===== config.mk =====
export PLATFORM = sky130hd
export DESIGN_NAME = fault_code_debounce_table_core
export DESIGN_NICKNAME = d
export VERILOG_FILES = /design/src/hw/rtl/fcdt_pkg.sv /design/src/hw/rtl/fcdt_cell.sv /design/src/hw/rtl/fault_code_debounce_table_core.sv
export VERILOG_INCLUDE_DIRS = /design/src /design/src/hw/rtl
export SDC_FILE = /design/constraint.sdc
export NUM_CORES = 1
export LEC_CHECK = 0
export BUFFER_PORTS_ARGS = -buffer_cell sky130_fd_sc_hd__buf_2
export CAP_MARGIN = 20
export CORE_ASPECT_RATIO = 1.5
export CORE_MARGIN = 2
export CORE_UTILIZATION = 40
export DETAILED_ROUTE_END_ITERATION = 8
export PLACE_DENSITY = 0.55
export SYNTH_ARGS = -nofsm -noshare
export SYNTH_HDL_FRONTEND = slang
export SYNTH_SLANG_ARGS = --single-unit

===== constraint.sdc =====
create_clock -name aclk -period 11 [get_ports aclk]
set_clock_uncertainty 0.15 [all_clocks]
set_input_delay 0.55 -clock aclk [delete_from_list [all_inputs] [get_ports aclk]]
set_output_delay 0.55 -clock aclk [all_outputs]
set_load 0.01 [all_outputs]

===== src/hw/rtl/fault_code_debounce_table_core_assert.svh =====
// assertion macros for the fault code debounce table
`ifndef FAULT_CODE_DEBOUNCE_TABLE_CORE_ASSERT_SVH
`define FAULT_CODE_DEBOUNCE_TABLE_CORE_ASSERT_SVH

// same-cycle implication, checked out of reset
`define FCDT_ASSERT_NOW(lbl, clk, rstn, ante, cons) \
    lbl: assert property (@(posedge clk) disable iff (!(rstn)) (ante) |-> (cons)) \
        else $error("fcdt assertion failed");

// next-cycle implication, checked out of reset
`define FCDT_ASSERT_NEXT(lbl, clk, rstn, ante, cons) \
    lbl: assert property (@(posedge clk) disable iff (!(rstn)) (ante) |=> (cons)) \
        else $error("fcdt assertion failed");

`endif


===== src/hw/rtl/fcdt_pkg.sv =====
`default_nettype none
package fcdt_pkg;

    localparam int unsigned FUNC_W  = 2;
    localparam int unsigned CODE_W  = 16;
    localparam int unsigned COUNT_W = 8;

    localparam logic [FUNC_W-1:0] FUNC_REPORT   = 2'd0;
    localparam logic [FUNC_W-1:0] FUNC_END_PASS = 2'd1;
    localparam logic [FUNC_W-1:0] FUNC_CLEAR    = 2'd2;

    localparam logic [COUNT_W-1:0] THRESHOLD_RESET = 8'd3;

    // command broadcast to every cell
    typedef struct packed {
        logic               exec;
        logic [FUNC_W-1:0]  func;
        logic [CODE_W-1:0]  code;
        logic [COUNT_W-1:0] threshold;
    } cmd_t;

    // per-cell status back to the top
    typedef struct packed {
        logic hit;
        logic latch;
    } cell_stat_t;

endpackage
`default_nettype wire


===== src/hw/rtl/fcdt_cell.sv =====
`default_nettype none
module fcdt_cell (
    input  wire logic               aclk,
    input  wire logic               aresetn,
    input  wire fcdt_pkg::cmd_t     cmd,
    input  wire logic               any_hit,
    input  wire logic               nofree_in,
    output logic                    nofree_out,
    output fcdt_pkg::cell_stat_t    stat
);

    logic [fcdt_pkg::CODE_W-1:0]  code_reg, code_next;
    logic [fcdt_pkg::COUNT_W-1:0] count_reg, count_next;
    logic                         seen_reg, seen_next;
    logic                         valid_reg, valid_next;

    logic                         hit;
    logic                         claim;
    logic [fcdt_pkg::COUNT_W-1:0] cnt_up;
    logic [fcdt_pkg::COUNT_W-1:0] cnt_dn;

    assign hit        = valid_reg && (code_reg == cmd.code);
    assign cnt_up     = (count_reg < cmd.threshold) ? count_reg + 8'd1 : count_reg;
    assign cnt_dn     = (count_reg != 8'd0) ? count_reg - 8'd1 : 8'd0;
    // first free entry: every cell below is occupied
    assign claim      = nofree_in && !valid_reg;
    assign nofree_out = nofree_in && valid_reg;
    assign stat.hit   = hit;
    assign stat.latch = (cnt_up >= cmd.threshold);

    always_comb begin
        code_next  = code_reg;
        count_next = count_reg;
        seen_next  = seen_reg;
        valid_next = valid_reg;
        if (cmd.exec) begin
            unique case (cmd.func)
                fcdt_pkg::FUNC_REPORT: begin
                    if (hit) begin
                        seen_next  = 1'b1;
                        count_next = cnt_up;
                    end else if (claim && !any_hit) begin
                        valid_next = 1'b1;
                        code_next  = cmd.code;
                        count_next = 8'd1;
                        seen_next  = 1'b1;
                    end
                end
                fcdt_pkg::FUNC_END_PASS: begin
                    if (valid_reg && !seen_reg) begin
                        count_next = cnt_dn;
                        if (cnt_dn == 8'd0) begin
                            valid_next = 1'b0;
                        end
                    end
                    seen_next = 1'b0;
                end
                fcdt_pkg::FUNC_CLEAR: begin
                    valid_next = 1'b0;
                    count_next = 8'd0;
                    seen_next  = 1'b0;
                end
                default: begin
                end
            endcase
        end
    end

    always_ff @(posedge aclk) begin
        if (!aresetn) begin
            count_reg <= '0;
            seen_reg  <= 1'b0;
            valid_reg <= 1'b0;
        end else begin
            count_reg <= count_next;
            seen_reg  <= seen_next;
            valid_reg <= valid_next;
        end
    end

    always_ff @(posedge aclk) begin
        code_reg <= code_next;
    end

endmodule
`default_nettype wire


===== src/hw/rtl/fault_code_debounce_table_core.sv =====
`default_nettype none
// Leaky-bucket fault debounce table. A report transaction (func 0) looks its
// fault code up in a row of TABLE_ENTRIES cells; a hit counts up toward
// count_threshold, a miss claims the lowest free cell with count 1, and one
// result (latch_now, table_full) is returned. End of pass (func 1) leaks one
// count from every unseen entry and frees entries at zero; clear (func 2)
// empties the table; neither returns a result, and func 3 is ignored. Each
// transaction is first registered, then the cells compare, resolve the
// first-free chain and update; a report waits until the result register is
// free or being drained. No new transaction is accepted until the held one
// executes. The user must write count_threshold through cfg_we/cfg_wdata
// only while the block is idle; the block does not enforce it. It resets to 3.
module fault_code_debounce_table_core #(
    parameter int unsigned TABLE_ENTRIES = 8
) (
    input  wire logic        aclk,
    input  wire logic        aresetn,
    // configuration
    input  wire logic        cfg_we,
    input  wire logic [7:0]  cfg_wdata,
    // command channel
    input  wire logic        s_valid,
    output logic             s_ready,
    input  wire logic [1:0]  s_func,
    input  wire logic [15:0] s_fault_code,
    // result channel
    output logic             m_valid,
    input  wire logic        m_ready,
    output logic             m_latch_now,
    output logic             m_table_full
);

`include "fault_code_debounce_table_core_assert.svh"

    // threshold register
    logic [fcdt_pkg::COUNT_W-1:0] count_threshold_reg;

    // command holding stage
    logic                         cmd_valid_reg, cmd_valid_next;
    logic [fcdt_pkg::FUNC_W-1:0]  cmd_func_reg;
    logic [fcdt_pkg::CODE_W-1:0]  cmd_code_reg;

    // result register
    logic                         m_valid_reg, m_valid_next;
    logic                         m_latch_reg;
    logic                         m_full_reg;

    logic                         exec;
    logic                         is_report;
    fcdt_pkg::cmd_t               cmd;

    // cell chain
    logic [TABLE_ENTRIES:0]       nofree;
    fcdt_pkg::cell_stat_t         stat [TABLE_ENTRIES];
    logic [TABLE_ENTRIES-1:0]     hit_vec;
    logic [TABLE_ENTRIES-1:0]     latch_vec;
    logic                         any_hit;
    logic                         table_full;
    logic                         res_latch;

    // config write, no handshake
    always_ff @(posedge aclk) begin
        if (!aresetn) begin
            count_threshold_reg <= fcdt_pkg::THRESHOLD_RESET;
        end else if (cfg_we) begin
            count_threshold_reg <= cfg_wdata;
        end
    end

    // input stage holds one transaction at a time
    assign s_ready   = !cmd_valid_reg;
    assign is_report = (cmd_func_reg == fcdt_pkg::FUNC_REPORT);
    // reports wait for room in the result register, others go at once
    assign exec      = cmd_valid_reg && (!is_report || !m_valid_reg || m_ready);

    always_comb begin
        cmd_valid_next = cmd_valid_reg;
        if (exec) begin
            cmd_valid_next = 1'b0;
        end else if (s_valid && s_ready) begin
            cmd_valid_next = 1'b1;
        end
    end

    always_ff @(posedge aclk) begin
        if (!aresetn) begin
            cmd_valid_reg <= 1'b0;
        end else begin
            cmd_valid_reg <= cmd_valid_next;
        end
    end

    // payload capture, no reset needed
    always_ff @(posedge aclk) begin
        if (s_valid && s_ready) begin
            cmd_func_reg <= s_func;
            cmd_code_reg <= s_fault_code;
        end
    end

    // broadcast command to the cells
    assign cmd.exec      = exec;
    assign cmd.func      = cmd_func_reg;
    assign cmd.code      = cmd_code_reg;
    assign cmd.threshold = count_threshold_reg;

    // first-free search ripples up the chain from cell 0
    assign nofree[0] = 1'b1;

    for (genvar gi = 0; gi < TABLE_ENTRIES; gi++) begin : g_cell
        fcdt_cell u_cell (
            .aclk       (aclk),
            .aresetn    (aresetn),
            .cmd        (cmd),
            .any_hit    (any_hit),
            .nofree_in  (nofree[gi]),
            .nofree_out (nofree[gi+1]),
            .stat       (stat[gi])
        );
        assign hit_vec[gi]   = stat[gi].hit;
        assign latch_vec[gi] = stat[gi].latch;
    end

    // codes are unique among valid entries, so at most one cell hits
    assign any_hit    = |hit_vec;
    assign table_full = !any_hit && nofree[TABLE_ENTRIES];

    always_comb begin
        priority if (any_hit) begin
            res_latch = |(hit_vec & latch_vec);
        end else if (table_full) begin
            res_latch = 1'b1;
        end else begin
            // new entry starts at count one
            res_latch = (count_threshold_reg <= 8'd1);
        end
    end

    // result register parts the two channels
    always_comb begin
        m_valid_next = m_valid_reg;
        if (exec && is_report) begin
            m_valid_next = 1'b1;
        end else if (m_ready) begin
            m_valid_next = 1'b0;
        end
    end

    always_ff @(posedge aclk) begin
        if (!aresetn) begin
            m_valid_reg <= 1'b0;
        end else begin
            m_valid_reg <= m_valid_next;
        end
    end

    always_ff @(posedge aclk) begin
        if (exec && is_report) begin
            m_latch_reg <= res_latch;
            m_full_reg  <= table_full;
        end
    end

    assign m_valid      = m_valid_reg;
    assign m_latch_now  = m_latch_reg;
    assign m_table_full = m_full_reg;

    // no two cells ever hold the same code
    `FCDT_ASSERT_NOW(a_single_hit, aclk, aresetn, cmd_valid_reg, $onehot0(hit_vec))
    // an executed report always produces a result
    `FCDT_ASSERT_NEXT(a_report_result, aclk, aresetn, exec && is_report, m_valid_reg)
    // a full table always latches
    `FCDT_ASSERT_NOW(a_full_latches, aclk, aresetn, m_valid_reg && m_full_reg, m_latch_reg)
    // a held report never executes over an undrained result
    `FCDT_ASSERT_NOW(a_no_overrun, aclk, aresetn, exec && is_report && m_valid_reg, m_ready)

endmodule
`default_nettype wire


==> results.yml, run 1 <==
outcome:
  status: "finished, final reports clean"
synth:
  yosysUniqueCellTypes: 109
  synth.avg_cell_area_um2: 9.578
  synth-seq-cells: 238
  synth_area_leader_cell: "edfxtp_1"
  synth_edf_count: 148
  synth_top_cell_area_share: 0.2589
  synth.cell_area_um2: 17160
  mappedNetlistNets: 1970
  synth-async-reset-ratio: 0
  synthCells: 1792
  yosysWarnings: 0
  synth-main-ff-cell: "edfxtp_1"
  ys_seq_area_frac: 0.3639
  netlist_top_cells_area: "edfxtp_1, ha_1, dfxtp_1"
global_routing:
  gr-total-overflow: 0
  grt_usage: 0.2292
  antenna_found_initial: 1
  grt_max_degree: 67
  grt_first_pass_wirelength_mm: 81.16
  grt_pass1_vias: 14210
placement:
  finalWeightedCongestion: 0.9396
  placed_cell_area_um2: 17790
  dp_slack_ns: 6.299
  placed_cells: 2328
  place_hpwl_mm: 36.73
  port_buffers: 34
final_layout:
  fin_cells: 2397
  layout.nets: 1984
  final_area_um2: 18900
  drive_above_1_share: 0.1040
  final_util: 0.4427
  n_antenna_cell: 0
  largest_register_ffs: 128
  syn_to_final_growth_pct: 10.14
die:
  initial_core_util: 0.4019
  ios: 35
  fp.dieH_um: 257.7
  num_rows: 93
  fp.dieArea_um2: 44620
  core_um2: 42700
  die_x_um: 173.1
timing:
  tightest_slew_ns: 1.052
  clock.fmax_mhz: 212.8
  period_minus_slack_ns: 4.700
  setup_viol: 0
  relSlewSlack: 0.2888
  drv_slew: 0
  timing.final.crit_share: 0.4272
  setup_tns_ns: 0
  post-route-worst-setup-slack_ns: 6.300
  final_hold_viol_count: 0
  rsz0062_at_grt: "no"
  holdWs_ns: 0.02355
critical_path:
  reg2reg_slack_ns: 6.30
  crit_family: "compound AO/OA/AOI/OAI gates"
  cp_num_buf_inv: 2
  path_cells: "inv_1 > buf_4 > ha_1 > a21o_1 > a211oi_1 > o21a_1 > mux2_2 > ha_1 > a21o_1 > a21oi_1 > o21ai_0 > or4_1 > a221o_1 > nor4_1 > a21oi_1"
  criticalPathCategory: "reg -> reg"
  critPathArrivalTime_ns: 4.86
  slowest_delay_ns: 0.49
  start_kind: "flop"
  cp.required_ns: 11.16
  crit_path_end_kind: "flop"
  slowest_stage: "or4_1"
  crit_path_max_fanout: 9
clock_tree:
  cts_tree: "yes"
  path_clk_slew_ns: 0.06
  clock_path_buffers: 3
  clock-sinks: 238
  clk_latency_ns: 0.57
  cts_root_buf: "clkbuf_16"
  cts.htree.levels: 1
  cts_buffers: 28
job:
  drv_cap: 0
drt:
  vias: 14090
  drtPass1Iterations: 7
  vias_per_cell: 5.879
  drt_iter0_markers: 875
  drt_wl_total_mm: 51.85
  drc: 0
  wl_per_cell_um: 21.63
  ant_nets: 0
power_and_ir_drop:
  leakagePower_nw: 7.229
  powerDensity_nw_per_um2: 122.3
  finalPower_mw: 2.313
  vdd_ir_drop_max_uv: 108.9
hold_path:
  worstHoldPathType: "in -> reg"
==> path summary, 6_finish.rpt <==
kind         depth (start not counted)                             endpoint                           startpoint
max                                 15                m_latch_now$_DFFE_PP_  count_threshold_reg[1]$_SDFFE_PN1P_
min                                  1           cmd_code_reg[12]$_DFFE_PP_                     s_fault_code[12]
max reg2reg                         15                m_latch_now$_DFFE_PP_  count_threshold_reg[1]$_SDFFE_PN1P_
min reg2reg                          2  count_threshold_reg[6]$_SDFFE_PN0P_  count_threshold_reg[6]$_SDFFE_PN0P_
==> layer usage <==
metal | routed length [µm] | track usage | vias up
met2 | 26490 | 0.4167 | 402
met3 | 2074 | 0.02503 | 133
met5 | 0 | 0 | -
li1 | - | - | 6750
met1 | 21200 | 0.2727 | 6806
met4 | 2077 | 0.09863 | 0
==> worst reg2reg max path: stages (launching register included) <==
cell,delay [ns]
dfxtp_1,0.31
inv_1,0.37
buf_4,0.31
ha_1,0.26
a21o_1,0.16
a211oi_1,0.29
o21a_1,0.35
mux2_2,0.39
ha_1,0.27
a21o_1,0.15
a21oi_1,0.13
o21ai_0,0.10
or4_1,0.49
a221o_1,0.36
nor4_1,0.25
a21oi_1,0.10
==> cells in the final DEF, fill, tap and decap left out, types with 37 or more instances in the layout <==
cell type,instances
a21o_1,37
a21oi_1,104
dfxtp_1,90
edfxtp_1,148
ha_1,147
inv_1,55
nand2_1,118
nor2_1,115
nor3_1,61
nor4_1,39
o21ai_0,78
xnor2_1,80
xor2_1,109
==> cell families (layout without fill, tap and decap cells) <==
logic type,after synthesis,count (layout),synth area share
buf+inv,157,192,0.04352
mux,21,21,0.01261
flops,238,238,0.3639
simple gates,582,582,0.1823
fa+ha+maj,147,147,0.1072
xor+xnor,190,190,0.09739
compound gates,457,457,0.1931
==> cells in the mapped netlist, types with 13 or more instances <==
cell	count
mux2i_1	16
nand4_1	36
dfxtp_1	90
inv_1	56
buf_4	13
a311oi_1	15
xor2_1	109
nand3_1	28
a31oi_1	23
a21o_1	37
nor3_1	64
ha_1	147
xnor2_1	80
and2_1	16
nand2_1	118
edfxtp_1	148
nand2b_1	36
a211oi_1	14
o21ai_0	78
or4_1	14
nor2_1	115
nor4_1	39
a21oi_1	104
and3_1	27
o22ai_1	14
clkbuf_1	68
==> area by class of cell <==
cell class                      instances  area [µm²]
Sequential cell                       238        6246
Fill cell                            4144       23800
Clock buffer                           31       733.2
Timing Repair Buffer                   84       595.6
Multi-Input combinational cell       1397       10200
Tap cell                              570       713.2
Inverter                               57       214.0
Clock inverter                         20       200.2
==> report_power, final <==
| part | switching [mW] | internal (mW) |
|---|---|---|
| clock | 0.399 | 0.552 |
| combinational | 0.216 | 0.141 |
| sequential | 0.0399 | 0.965 |
| total | 0.655 | 1.66 |
==> repair_timing <==
| item | in CTS | in global routing |
|---|---|---|
| buffers inserted | 0 | 0 |
| endpoints found under the hold margin | 15 | 0 |
| hold buffers | 15 | 0 |
| resized for setup | 0 | 0 |
Note: power is estimated with default switching activity, not from simulation.
==> run 2, diff against run 1 <==
--- a/config.mk
+++ b/config.mk
@@ -6,13 +6,14 @@
 export SDC_FILE = /design/constraint.sdc
 export NUM_CORES = 1
 export LEC_CHECK = 0
+export ABC_AREA = 1
 export BUFFER_PORTS_ARGS = -buffer_cell sky130_fd_sc_hd__buf_2
 export CAP_MARGIN = 20
 export CORE_ASPECT_RATIO = 1.5
 export CORE_MARGIN = 2
 export CORE_UTILIZATION = 40
 export DETAILED_ROUTE_END_ITERATION = 8
-export PLACE_DENSITY = 0.55
+export PLACE_DENSITY = 0.57
 export SYNTH_ARGS = -nofsm -noshare
 export SYNTH_HDL_FRONTEND = slang
 export SYNTH_SLANG_ARGS = --single-unit
==> constraint.sdc (replaced) <==
create_clock -name aclk -period 4.2 [get_ports aclk]
set_clock_uncertainty 0.15 [all_clocks]
set_input_delay 0.21 -clock aclk [delete_from_list [all_inputs] [get_ports aclk]]
set_output_delay 0.21 -clock aclk [all_outputs]
set_load 0.01 [all_outputs]
==> run 2 against run 1 <==
  * Clock-buffer cell count increased by 4
  * Clock power increased to 2.7 times the previous value
  * Utilization increased by 1.2 points
  * Via count increased by 26%
  * Global-route usage increased by 2.0 points
  * First-iteration DRC count increased by 36%
  * Flip-flop and latch count unchanged
  * Largest power group unchanged
  * Highest routed layer unchanged
==> results.yml, run 2 <==
synth:
  synth-main-ff-cell: "edfxtp_1"
  synth-seq-cells: 238
  synth_top_cell_area_share: 0.2423
  synth.avg_cell_area_um2: 6.976
  yosysUniqueCellTypes: 44
  synth_area_leader_cell: "edfxtp_1"
  mappedNetlistNets: 2807
  netlist_top_cells_area: "edfxtp_1, nand2_1, ha_1"
  ys_top_cells_by_count: "nand2_1, nor2_1, inv_1"
  synthCells: 2629
  synth-async-reset-ratio: 0
  ys_seq_area_frac: 0.3406
  synth_most_common_cell: "nand2_1"
  yosysWarnings: 0
  synth_edf_count: 148
  synth.cell_area_um2: 18340
final_layout:
  multi_input_area_um2: 10540
  n_antenna_cell: 0
  syn_to_final_growth_pct: 12.75
  final_area_um2: 20680
  area.sequential_um2: 6246
  largest_register_ffs: 128
  layout_commonest_cell: "nand2_1"
  final_cell_mix: "nand2_1, nor2_1, inv_1"
  layout.nets: 2897
  drive_above_1_share: 0.06640
  fill_cells: 4636
critical_path:
  reg2reg_from: "count_threshold_reg[3]$_SDFFE_PN0P_"
  cp_num_buf_inv: 4
  critPathArrivalTime_ns: 3.93
  crit_top_cell: "nand2_1"
  reg2reg_slack_ns: 0.43
  criticalPathCategory: "reg -> reg"
  path_cells: "inv_1 > buf_4 > ha_1 > a21oi_1 > nand2_1 > nand2_1 > nand2_1 > inv_1 > nand2_1 > nand2_1 > inv_1 > ha_1 > a21oi_1 > o21a_1 > o221ai_1 > nor2_1 > nor2_1 > nor2_1 > nand2_1 > nor2_1 > nand3_1"
  slowest_stage: "inv_1"
  crit_path_end_kind: "flop"
  slowest_delay_ns: 0.35
  crit_path_max_fanout: 10
  critPathLaunch: "count_threshold_reg[3]$_SDFFE_PN0P_"
  start_kind: "flop"
  worstReg2RegEnd: "m_latch_now$_DFFE_PP_"
  crit_family: "simple AND/OR/NAND/NOR gates"
  cp.required_ns: 4.36
  r2r_cells: 21
clock_tree:
  clk_latency_ns: 0.57
  clock-sinks: 238
  cts_root_buf: "clkbuf_16"
  cts_tree: "yes"
  cts_buffers: 28
  path_clk_slew_ns: 0.06
  cts.htree.levels: 1
  clock_path_buffers: 3
global_routing:
  grt_first_pass_wirelength_mm: 92.81
  grt_pass1_vias: 17440
  grt_usage: 0.2488
  antenna_found_initial: 0
  grt_max_degree: 56
  gr-total-overflow: 0
timing:
  setup_tns_ns: 0
  final_hold_viol_count: 0
  tightest_slew_ns: 0.7439
  rsz0062_at_grt: "no"
  drv_slew: 0
  holdWs_ns: 0.04850
  clock.fmax_mhz: 264.9
  timing.final.crit_share: 0.8986
  relSlewSlack: 0.5041
  setup_viol: 0
  period_minus_slack_ns: 3.774
drt:
  drt_wl_total_mm: 58.63
  drt_iter0_markers: 1193
  vias_per_cell: 5.322
  drtPass1Iterations: 6
  wl_per_cell_um: 17.61
  ant_nets: 0
  vias: 17720
  drc: 0
die:
  die_x_um: 178.8
  fp.dieH_um: 266.2
  fp.dieArea_um2: 47610
  num_rows: 96
  initial_core_util: 0.4028
  ios: 35
  core_um2: 45520
placement:
  place_hpwl_mm: 43.74
  placed_cell_area_um2: 19290
  finalWeightedCongestion: 0.9303
  port_buffers: 34
power_and_ir_drop:
  vdd_ir_drop_max_uv: 294.4
  powerDensity_nw_per_um2: 358.3
  finalPower_mw: 7.409
  leakagePower_nw: 9.796
hold_path:
  min_path_cells: 3
  worstHoldPathType: "in -> reg"
  hold_end: "count_threshold_reg[3]$_SDFFE_PN0P_"
  hp-start: "cfg_we"
job:
  drv_cap: 0
outcome:
  status: "finished, final reports clean"
## run 2: changes by cell type after synthesis, sizes merged, moves of 39 or more
cell,before,now
nand2,119,699
xnor2,80,25
nor2,115,365
nor4,40,1
a21o,39,0
nand3,28,218
inv,56,314
xor2,110,58
a21oi,104,214
## run 2: worst max-delay path by stage
stage	depth (start not counted)	end	slack (ns)
finish	21	m_latch_now$_DFFE_PP_	0.43
global route	20	m_latch_now$_DFFE_PP_	0.01
CTS	17	m_latch_now$_DFFE_PP_	0.30
detailed placement	20	m_latch_now$_DFFE_PP_	0.32
global placement	16	m_latch_now$_DFFE_PP_	0.35
floorplan	19	m_latch_now$_DFFE_PP_	1.04
## run 2: layout make-up
| class | count | share of cell area |
|---|---|---|
| clock inverters | 17 | 0.009621 |
| repair buffers | 129 | 0.04853 |
| well taps | 588 | 0.03558 |
| flip-flops and latches | 238 | 0.3021 |
| multi-input cells | 2002 | 0.5097 |
| clock buffers | 35 | 0.03619 |
| inverters | 320 | 0.05827 |
## run 2: power breakdown
| part | switching, mW | leakage (nW) | internal, mW | total (mW) |
|---|---|---|---|---|
| clock network | 1.04 | 0.451 | 1.51 | 2.55 |
| logic | 1.41 | 7.27 | 0.761 | 2.17 |
| registers | 0.125 | 2.08 | 2.56 | 2.69 |
| total | 2.58 | 9.80 | 4.83 | 7.41 |
## run 2: routing by layer
layer,global-route usage,vias to the layer above,part of all wire
li1,-,8826,-
met1,0.2854,8219,0.40
met2,0.4550,523,0.51
met3,0.02797,148,0.044
met4,0.1147,0,0.044
met5,0,-,0
## run 2: stage by stage
step,std cells,util,worst slack [ns]
finish,3329,0.4542,0.4257
global route,3329,0.4542,0.01406
CTS,3324,0.4526,0.2991
detailed placement,3235,0.4236,0.3228
global placement,3235,0.4236,0.3452
floorplan,2629,-,1.038
## run 2: worst reg2reg max path: cells and delay by family (launching register included)
family          cells  cell delay (ns)
compound gates      4             0.55
fa+ha+maj           2             0.56
buf+inv             4             0.90
flops               1             0.31
simple gates       11             1.05
## run 2: timing repair
action | CTS | global route
resized for setup | 0 | 6
hold buffers | 37 | 1
setup buffers | 0 | 3
endpoints found under the hold margin | 28 | 10
setup endpoints to repair | 0 | 1
## run 2: cell families after synthesis
logic type / count (synthesis) / synth area share
buffers and inverters: 389 / 0.08522
flip-flops: 238 / 0.3406
XOR/XNOR: 83 / 0.03964
AND/OR/NAND/NOR: 1429 / 0.3359
AO/OA/AOI/OAI: 343 / 0.09838
adder cells (fa/ha/maj): 147 / 0.1003
==> run 3, diff against run 2 <==
--- a/config.mk
+++ b/config.mk
@@ -11,9 +11,11 @@
 export CAP_MARGIN = 20
 export CORE_ASPECT_RATIO = 1.5
 export CORE_MARGIN = 2
-export CORE_UTILIZATION = 40
+export CORE_UTILIZATION = 58
 export DETAILED_ROUTE_END_ITERATION = 8
-export PLACE_DENSITY = 0.57
+export GPL_TIMING_DRIVEN = 0
+export PLACE_DENSITY = 0.77
+export SKIP_CTS_REPAIR_TIMING = 1
 export SYNTH_ARGS = -nofsm -noshare
 export SYNTH_HDL_FRONTEND = slang
 export SYNTH_SLANG_ARGS = --single-unit
==> run 3 against run 2 <==
  * Register-to-register slack got worse by 0.16 ns
  * Clock power increased by 2%
  * Die area decreased by 31%
  * Cell count decreased by 4.3%
  * Via count increased by 2.5%
  * Critical endpoint unchanged
  * Critical path depth increased by 2
  * Setup slack got worse by 0.16 ns
  * Critical path type unchanged
==> results.yml, run 3 (same netlist as run 2, synthesis figures left out) <==
outcome:
  status: "finished, final reports clean"
drt:
  wl_per_cell_um: 18.85
  dr_wl_met2_mm: 30.89
  drt_wl_total_mm: 60.06
  drt_iter0_markers: 1463
  drt-met1-wl_mm: 21.28
  vias: 18170
  vias_per_cell: 5.702
  wl_met3_mm: 3.299
  drtPass1Iterations: 7
  ant_nets: 0
  drc: 0
  routed.top_layer: "met4"
critical_path:
  start_kind: "flop"
  critPathArrivalTime_ns: 4.10
  reg2reg_slack_ns: 0.27
  slowest_stage: "dfxtp_2"
  crit_family: "simple AND/OR/NAND/NOR gates"
  slowest_delay_ns: 0.58
  criticalPathCategory: "reg -> reg"
  crit_top_cell: "nand2_1"
  cp_num_buf_inv: 5
  crit_path_end_kind: "flop"
  path_cells: "clkinvlp_4 > buf_4 > buf_4 > o21ai_0 > nand2_1 > nand3_1 > nand2_1 > nand2_1 > nand2_1 > inv_1 > nand2_1 > nand2_1 > inv_1 > ha_1 > a21oi_1 > o21a_1 > o221ai_1 > nor2_1 > nor2_1 > nor2_1 > nand2_1 > nor2_1 > nand3_1"
  crit_path_max_fanout: 10
  cp.required_ns: 4.37
job:
  drv_cap: 0
final_layout:
  largest_register_ffs: 128
  layout_commonest_cell: "nand2_1"
  n_antenna_cell: 0
  fin_cells: 3186
  final_cell_mix: "nand2_1, nor2_1, inv_1"
  syn_to_final_growth_pct: 13.10
  drive_above_1_share: 0.07156
  final_util: 0.6683
  layout.nets: 2939
placement:
  place_hpwl_mm: 45.11
  placed_cells: 3074
  port_buffers: 33
  finalWeightedCongestion: 0.9817
  dp_slack_ns: -0.1117
power_and_ir_drop:
  p_comb_frac: 0.298
  seqPwrFrac: 0.358
  vdd_ir_drop_max_uv: 388.1
  swShare: 0.3562
  powerDensity_nw_per_um2: 362.9
  leakagePower_nw: 9.847
  switchingPower_mw: 2.681
  finalPower_mw: 7.527
  clock_power_share: 0.344
  intPower_mw: 4.846
timing:
  final_hold_viol_count: 0
  relSlewSlack: 0.3088
  timing.final.crit_share: 0.9356
  setup_viol: 0
  rsz0062_at_grt: "no"
  tightest_slew_ns: 1.037
  clock.fmax_mhz: 254.5
  drv_slew: 0
  post-route-worst-setup-slack_ns: 0.2703
  period_minus_slack_ns: 3.930
clock_tree:
  cts_buffers: 27
  clk_latency_ns: 0.56
  cts.htree.levels: 1
  clock_path_buffers: 3
  cts_root_buf: "clkbuf_16"
  cts_tree: "yes"
  path_clk_slew_ns: 0.07
  clock-sinks: 238
hold_path:
  worstHoldPathType: "in -> reg"
die:
  initial_core_util: 0.5909
  ios: 35
  num_rows: 79
  die_x_um: 149.2
  fp.dieArea_um2: 33090
  fp.dieH_um: 221.8
  core_um2: 31040
global_routing:
  grt_first_pass_wirelength_mm: 91.58
  grt_max_degree: 18
  antenna_found_initial: 0
  gr-total-overflow: 0
  grt_pass1_vias: 17520
  grt_usage: 0.3543
## run 3: cell count changes in the layout (fill, tap and decap cells not counted), moves of 6 or more
cell        delta
inv_1          -6
buf_6         +12
clkinvlp_4     +8
buf_4         -27
buf_2         +11
clkbuf_1      +32
## run 3: metal layers
layer	global-route usage	vias up
li1	-	8907
met1	0.3697	8325
met2	0.6529	685
met3	0.03848	250
met4	0.2449	0
met5	0	-
## run 3: power groups by stage
stage	combinational, mW	clock, mW	sequential (mW)
after floorplan	1.56	0	2.68
after global placement	2.05	0	2.74
after detailed placement	2.11	0	2.74
after CTS	2.13	2.59	2.69
after global routing	2.52	2.69	2.70
final	2.24	2.59	2.69
## run 3: layout make-up
| cell class | count | area (µm²) |
|---|---|---|
| inverter | 320 | 1231 |
| tap | 405 | 506.7 |
| sequential | 238 | 6247 |
| clock inverter | 21 | 275.3 |
| timing repair buffer | 103 | 897.1 |
| buffer | 69 | 361.6 |
| fill | 2741 | 10300 |
| multi-input combinational | 2002 | 10540 |
| clock buffer | 28 | 679.4 |
## run 3: tightest hold or removal path, delay by kind of cell
| kind | cells | cell delay, ns |
|---|---|---|
| buf+inv | 3 | 0.42 |
| compound gates | 1 | 0.17 |
## run 3: stage by stage
| step | setup TNS, ns | hold slack [ns] | instance area (µm²) |
|---|---|---|---|
| global placement | -0.03691 | 0.2363 | 19010 |
| detailed placement | -0.1117 | 0.2384 | 19110 |
| global route | 0 | 0.1370 | 20740 |
| floorplan | 0 | 0.1589 | 18340 |
| finish | 0 | 0.1305 | 20740 |
| CTS | -0.1484 | -0.3491 | 20060 |
## run 3: final timing paths
kind / from / end / cells past startpoint
setup / recovery: count_threshold_reg[0]$_SDFFE_PN1P_ / m_latch_now$_DFFE_PP_ / 23
setup reg to reg: count_threshold_reg[0]$_SDFFE_PN1P_ / m_latch_now$_DFFE_PP_ / 23
hold reg to reg: g_cell[1].u_cell.seen_reg$_SDFFE_PN0P_ / g_cell[1].u_cell.seen_reg$_SDFFE_PN0P_ / 2
hold / removal: cfg_we / count_threshold_reg[6]$_SDFFE_PN0P_ / 4
